`src/hw/rtl/ktsr_pkg.sv`:
```
// ----------------------------------------------------------------------------
// ktsr_pkg: shared types and constants of the keyed table
// Holds the table depth, derived widths, payload structs, operation and
// status codes, and the token that walks the cell row.
// ----------------------------------------------------------------------------
package ktsr_pkg;

  localparam int TABLE_DEPTH = 64;
  localparam int IDX_W       = (TABLE_DEPTH > 1) ? $clog2(TABLE_DEPTH) : 1;
  localparam int CNT_W       = $clog2(TABLE_DEPTH + 1);
  localparam int KEY_W       = 32;
  localparam int REPS_W      = 16;
  localparam int TOTAL_W     = 23;
  localparam int SLOT_W      = 6;
  localparam int ECOUNT_W    = 7;
  localparam int TREPS_W     = 22;

  typedef enum logic [1:0] {
    MODE_ADD    = 2'd0,
    MODE_FIND   = 2'd1,
    MODE_REMOVE = 2'd2,
    MODE_CLEAR  = 2'd3
  } mode_t;

  typedef enum logic [1:0] {
    STAT_OK      = 2'd0,
    STAT_FULL    = 2'd1,
    STAT_MISSING = 2'd2
  } status_t;

  typedef enum logic {
    ST_IDLE = 1'b0,
    ST_SCAN = 1'b1
  } state_t;

  typedef struct packed {
    mode_t                    mode;
    logic signed [KEY_W-1:0]  key;
    logic [REPS_W-1:0]        reps;
  } ktsr_in_t;

  typedef struct packed {
    status_t                  status;
    logic [SLOT_W-1:0]        slot;
    logic [REPS_W-1:0]        found_reps;
    logic [ECOUNT_W-1:0]      entry_count;
    logic [TREPS_W-1:0]       total_reps;
  } ktsr_out_t;

  // Search token handed from cell to cell.
  typedef struct packed {
    logic                     valid;
    logic signed [KEY_W-1:0]  key;
    logic                     found;
    logic [IDX_W-1:0]         hit_idx;
    logic [REPS_W-1:0]        hit_reps;
    logic signed [KEY_W-1:0]  last_key;
    logic [REPS_W-1:0]        last_reps;
  } tok_t;

  // Write broadcast to the row; only the addressed cell takes it.
  typedef struct packed {
    logic                     en;
    logic [IDX_W-1:0]         idx;
    logic signed [KEY_W-1:0]  key;
    logic [REPS_W-1:0]        reps;
  } wr_t;

  function automatic logic [SLOT_W-1:0] idx_to_slot(input logic [IDX_W-1:0] i);
    logic [IDX_W+SLOT_W-1:0] w;
    w = {{SLOT_W{1'b0}}, i};
    return w[SLOT_W-1:0];
  endfunction

  function automatic logic [CNT_W-1:0] idx_to_cnt(input logic [IDX_W-1:0] i);
    logic [IDX_W+CNT_W-1:0] w;
    w = {{CNT_W{1'b0}}, i};
    return w[CNT_W-1:0];
  endfunction

  function automatic logic [ECOUNT_W-1:0] cnt_to_ecount(input logic [CNT_W-1:0] c);
    logic [CNT_W+ECOUNT_W-1:0] w;
    w = {{ECOUNT_W{1'b0}}, c};
    return w[ECOUNT_W-1:0];
  endfunction

endpackage

```
`src/hw/rtl/ktsr_cell.sv`:
```
// ----------------------------------------------------------------------------
// ktsr_cell: one table slot of the cell row
// Stores one key and count, checks the passing search token against them,
// and hands the token on to the next cell in the next cycle.
// ----------------------------------------------------------------------------
module ktsr_cell (
  input  logic                       clk,
  input  logic                       rst_n,
  input  logic [ktsr_pkg::IDX_W-1:0] cell_idx,
  input  logic [ktsr_pkg::CNT_W-1:0] used,
  input  logic [ktsr_pkg::CNT_W-1:0] last,
  input  ktsr_pkg::wr_t              wr,
  input  ktsr_pkg::tok_t             tok_in,
  output ktsr_pkg::tok_t             tok_out
);
  import ktsr_pkg::*;

  logic signed [KEY_W-1:0] key_r;
  logic [REPS_W-1:0]       reps_r;
  logic                    tok_valid_r;
  tok_t                    tok_r;
  tok_t                    tok_nxt;
  logic [CNT_W-1:0]        idx_ext;
  logic                    in_use;

  assign idx_ext = idx_to_cnt(cell_idx);
  assign in_use  = (idx_ext < used);

  always_comb begin
    tok_nxt = tok_in;
    // take the first match only
    if (in_use && !tok_in.found && (key_r == tok_in.key)) begin
      tok_nxt.found    = 1'b1;
      tok_nxt.hit_idx  = cell_idx;
      tok_nxt.hit_reps = reps_r;
    end
    if (idx_ext == last) begin
      tok_nxt.last_key  = key_r;
      tok_nxt.last_reps = reps_r;
    end
  end

  always_ff @(posedge clk) begin
    if (!rst_n) begin
      tok_valid_r <= 1'b0;
    end else begin
      tok_valid_r <= tok_in.valid;
    end
  end

  always_ff @(posedge clk) begin
    tok_r <= tok_nxt;
    if (wr.en && (wr.idx == cell_idx)) begin
      key_r  <= wr.key;
      reps_r <= wr.reps;
    end
  end

  always_comb begin
    tok_out       = tok_r;
    tok_out.valid = tok_valid_r;
  end

endmodule

```
`config.mk`:
```
export PLATFORM = sky130hd
export DESIGN_NAME = ktsr_cell
export DESIGN_NICKNAME = d
export VERILOG_FILES = /design/src/hw/rtl/ktsr_pkg.sv /design/src/hw/rtl/ktsr_cell.sv
export SDC_FILE = /design/constraint.sdc
export NUM_CORES = 1
export LEC_CHECK = 0
export ABC_CLOCK_PERIOD_IN_PS = 6230
export BUFFER_PORTS_ARGS = -buffer_cell sky130_fd_sc_hd__buf_2
export CAP_MARGIN = 10
export CORE_MARGIN = 3
export CORE_UTILIZATION = 35
export DETAILED_ROUTE_END_ITERATION = 10
export PLACE_DENSITY_LB_ADDON = 0.05
export SYNTH_ARGS = -nofsm -noshare
export SYNTH_HDL_FRONTEND = slang
export SYNTH_SLANG_ARGS = --single-unit
```
`constraint.sdc`:
```
create_clock -name clk -period 6.23 [get_ports clk]
set_input_delay 0.3115 -clock clk [delete_from_list [all_inputs] [get_ports clk]]
set_output_delay 0.3115 -clock clk [all_outputs]
set_load 0.05 [all_outputs]
```
==> reports/qor.txt <==
MaxCap Viol Count: 0
reg2reg end: tok_out[53]
worst r2r src: key_r[6]
worst setup margin: 3750 ps
drt pass-1 iters: 4
synth top area cells: dfxtp_1 41%, edfxtp_1 28%, mux2_2 11%
Setup TNS: 0 ps
die height: 127 um
Tmin final: 2480 ps
mux share of post-synthesis cell area: 0.168
largest family of logic cells by synthesized area: multiplexers
Net count, final: 807
gr usage total: 0.160
GRT overflow: 0
Worst-Skew Late Latency: 420 ps
TritonCTS clock tree: done
post-synthesis cell count: 311
vias in the first global route: 3,760
skew final: 16.9 ps
Final setup viols: 0
worst reg-to-reg path cell count: 6
Mean Syn Cell Area: 16.4 um2
Mapped Area: 5110 um2
R2R setup slack: 3910 ps
post-synth top area cell: dfxtp_1
Routed WL per cell: 16.0 um
routability cong.: 0.774
Tightest Pin Transition: 931 ps
Seq/Total Area, Yosys: 0.690
core area: 14,100 um2
Top delay family on crit path: simple AND/OR/NAND/NOR gates
Hold Crit Depth: 1
Hold Path Class: in -> reg
Compound-Gate Fraction of Synth Area: 0.00686
Pins Over Slew Limit: 0
initial drt markers: 92
first-pass GRT wire length: 19,300 um
Num CTS Buffers: 17
DRC violations left: 0
XOR/XNOR Fraction of Synth Area: 0.0754
H-tree Lvls: 4
Reg clk slew, reported paths: 60 ps
status: completed
largest net degree at the start of global routing: 33
top cell type's share of synthesized area: 0.408
Worst Setup End Kind: flip-flop
#FFs+latches synth: 152
# rows: 43
Fin. Hold Viols: 0
share of cells above drive strength 1: 0.617
initial antenna violation count: 2
Starting Density: 0.362
CP max stage cell: dlygate4sd3_1
die area: 16,100 um2
worst setup path class: in -> reg
Synth Net Count: 497
DP Wirelength: 10,100 um
post-route ant nets: 0
critical path launch point type: input port
Crit path largest cell delay: 540 ps
critical path peak fanout: 23
io pins: 285
Crit path required time: 6530 ps
fraction of the mapped netlist area in adder cells: 0.0122
max frequency: 403 MHz
via count: 3,511
Routed WL: 13,000 um
worst relative slew slack: 0.377
pre-CTS setup slack: 3470 ps
Tcrit/Tclk final: 0.398
# Post-CTS Setup Buffers: 0
clk buf depth: 2
RSZ-0062 raised after global routing: false
post-synthesis simple-gate area fraction: 0.0279
pwr/cell area: 331 nW/um2
Distinct cells, synth: 25
synth warn: 0
# fillers: 1,254
Port Buffers: 284
Max VDD drop: 259 uV
Arr. time, crit path: 2780 ps
WHS: 20.8 ps
P_leak: 3.45 nW
area delta synth->final: 46.2%
Die Wd: 127 um
hold path startpoint: tok_in[90]
Root Buffer: clkbuf_16
worst hold path endpoint: tok_out[90]
crit path cell chain: dlygate4sd3_1 > buf_2 > xor2_1 > nor4_1 > nand4_1 > or3_1 > buf_4 > mux2_4
clock sink count: 152
Bufs and invs on worst path: 3
Via density: 4.31
==> final cells by class <==
| class | count | area [um2] | share of cell area |
|---|---|---|---|
| well taps | 180 | 225 | 0.0302 |
| clock buffers | 19 | 433 | 0.0580 |
| flip-flops and latches | 152 | 3520 | 0.472 |
| inverters | 5 | 18.8 | 0.00251 |
| clock inverters | 13 | 201 | 0.0270 |
| repair buffers | 300 | 1570 | 0.210 |
| multi-input cells | 145 | 1490 | 0.200 |
| diodes | 1 | 2.50 | 0.000335 |
==> power breakdown <==
part	switching (mW)	leakage (nW)	internal [mW]
clock	0.393	0.305	0.709
combinational	0.192	1.84	0.106
sequential	0.00998	1.31	1.06
total	0.595	3.45	1.88
==> worst max path at each step <==
stage	endpoint	from	slack (ps)	cells after the start
after floorplan	key_r[0]	cell_idx[5]	510	2
after global placement	tok_out[24]	cell_idx[3]	3480	6
after detailed placement	tok_out[24]	cell_idx[3]	3470	6
after CTS	tok_out[56]	tok_in[77]	3760	8
after global routing	tok_out[56]	tok_in[77]	3670	8
final	tok_out[53]	tok_in[77]	3750	8
==> through the flow <==
stage | cell area, um2 | std cells | total power, mW | util
after floorplan | 5110 | 311 | 1.28 | -
after global placement | 6710 | 770 | 1.39 | 0.476
after detailed placement | 6710 | 770 | 1.39 | 0.476
after CTS | 7460 | 814 | 2.51 | 0.530
after global routing | 7460 | 814 | 2.57 | 0.530
final | 7470 | 815 | 2.47 | 0.530
==> layer usage <==
metal / track usage / up-vias / part of all wire
met5: 0 / - / 0.0013
met4: 0.0681 / 4 / 0.022
met3: 0.0699 / 26 / 0.096
met2: 0.280 / 164 / 0.51
met1: 0.168 / 1595 / 0.37
li1: - / 1722 / -
==> cell usage after synthesis <==
| cell type | count |
|---|---|
| mux2_2 | 51 |
| nor3_1 | 2 |
| nor4_1 | 3 |
| inv_1 | 5 |
| nand3_1 | 1 |
| nor4_2 | 3 |
| mux2_4 | 19 |
| buf_6 | 1 |
| a21o_1 | 2 |
| xnor2_1 | 21 |
| dfxtp_1 | 104 |
| buf_4 | 1 |
| buf_12 | 2 |
| a21oi_1 | 2 |
| o21ai_1 | 2 |
| or3_1 | 1 |
| ha_1 | 5 |
| edfxtp_1 | 48 |
| nand2b_1 | 2 |
| and2_1 | 1 |
| nand4b_1 | 1 |
| clkbuf_1 | 2 |
| buf_2 | 3 |
| nand4_1 | 6 |
| xor2_1 | 23 |
==> registers in the layout, summed over array words and instances (netlist names) <==
signal / cells
key_r: 32
reps_r: 16
tok_out: 103
tok_valid_r: 1
==> logic make-up after synthesis <==
| kind of cell | after synthesis |
|---|---|
| DFF | 152 |
| buffers and inverters | 14 |
| AOI/OAI and AO/OA | 6 |
| and+or+nand+nor | 20 |
| muxes | 70 |
| adders and majority gates | 5 |
| xor gates and xnor gates | 44 |
==> placed cells by master, fill, tap and decap left out, types with 5 or more instances in the layout <==
master	n
buf_2	284
dfxtp_1	104
mux2_2	51
edfxtp_1	48
xor2_1	23
xnor2_1	21
mux2_4	19
clkbuf_16	17
dlygate4sd3_1	12
nand4_1	6
inv_1	5
ha_1	5
bufinv_16	5
==> repair_timing <==
item | CTS | global route
resized for setup | 0 | 0
hold buffers | 12 | 0
hold endpoints to repair | 12 | 0
(Power assumes the default switching activity.)
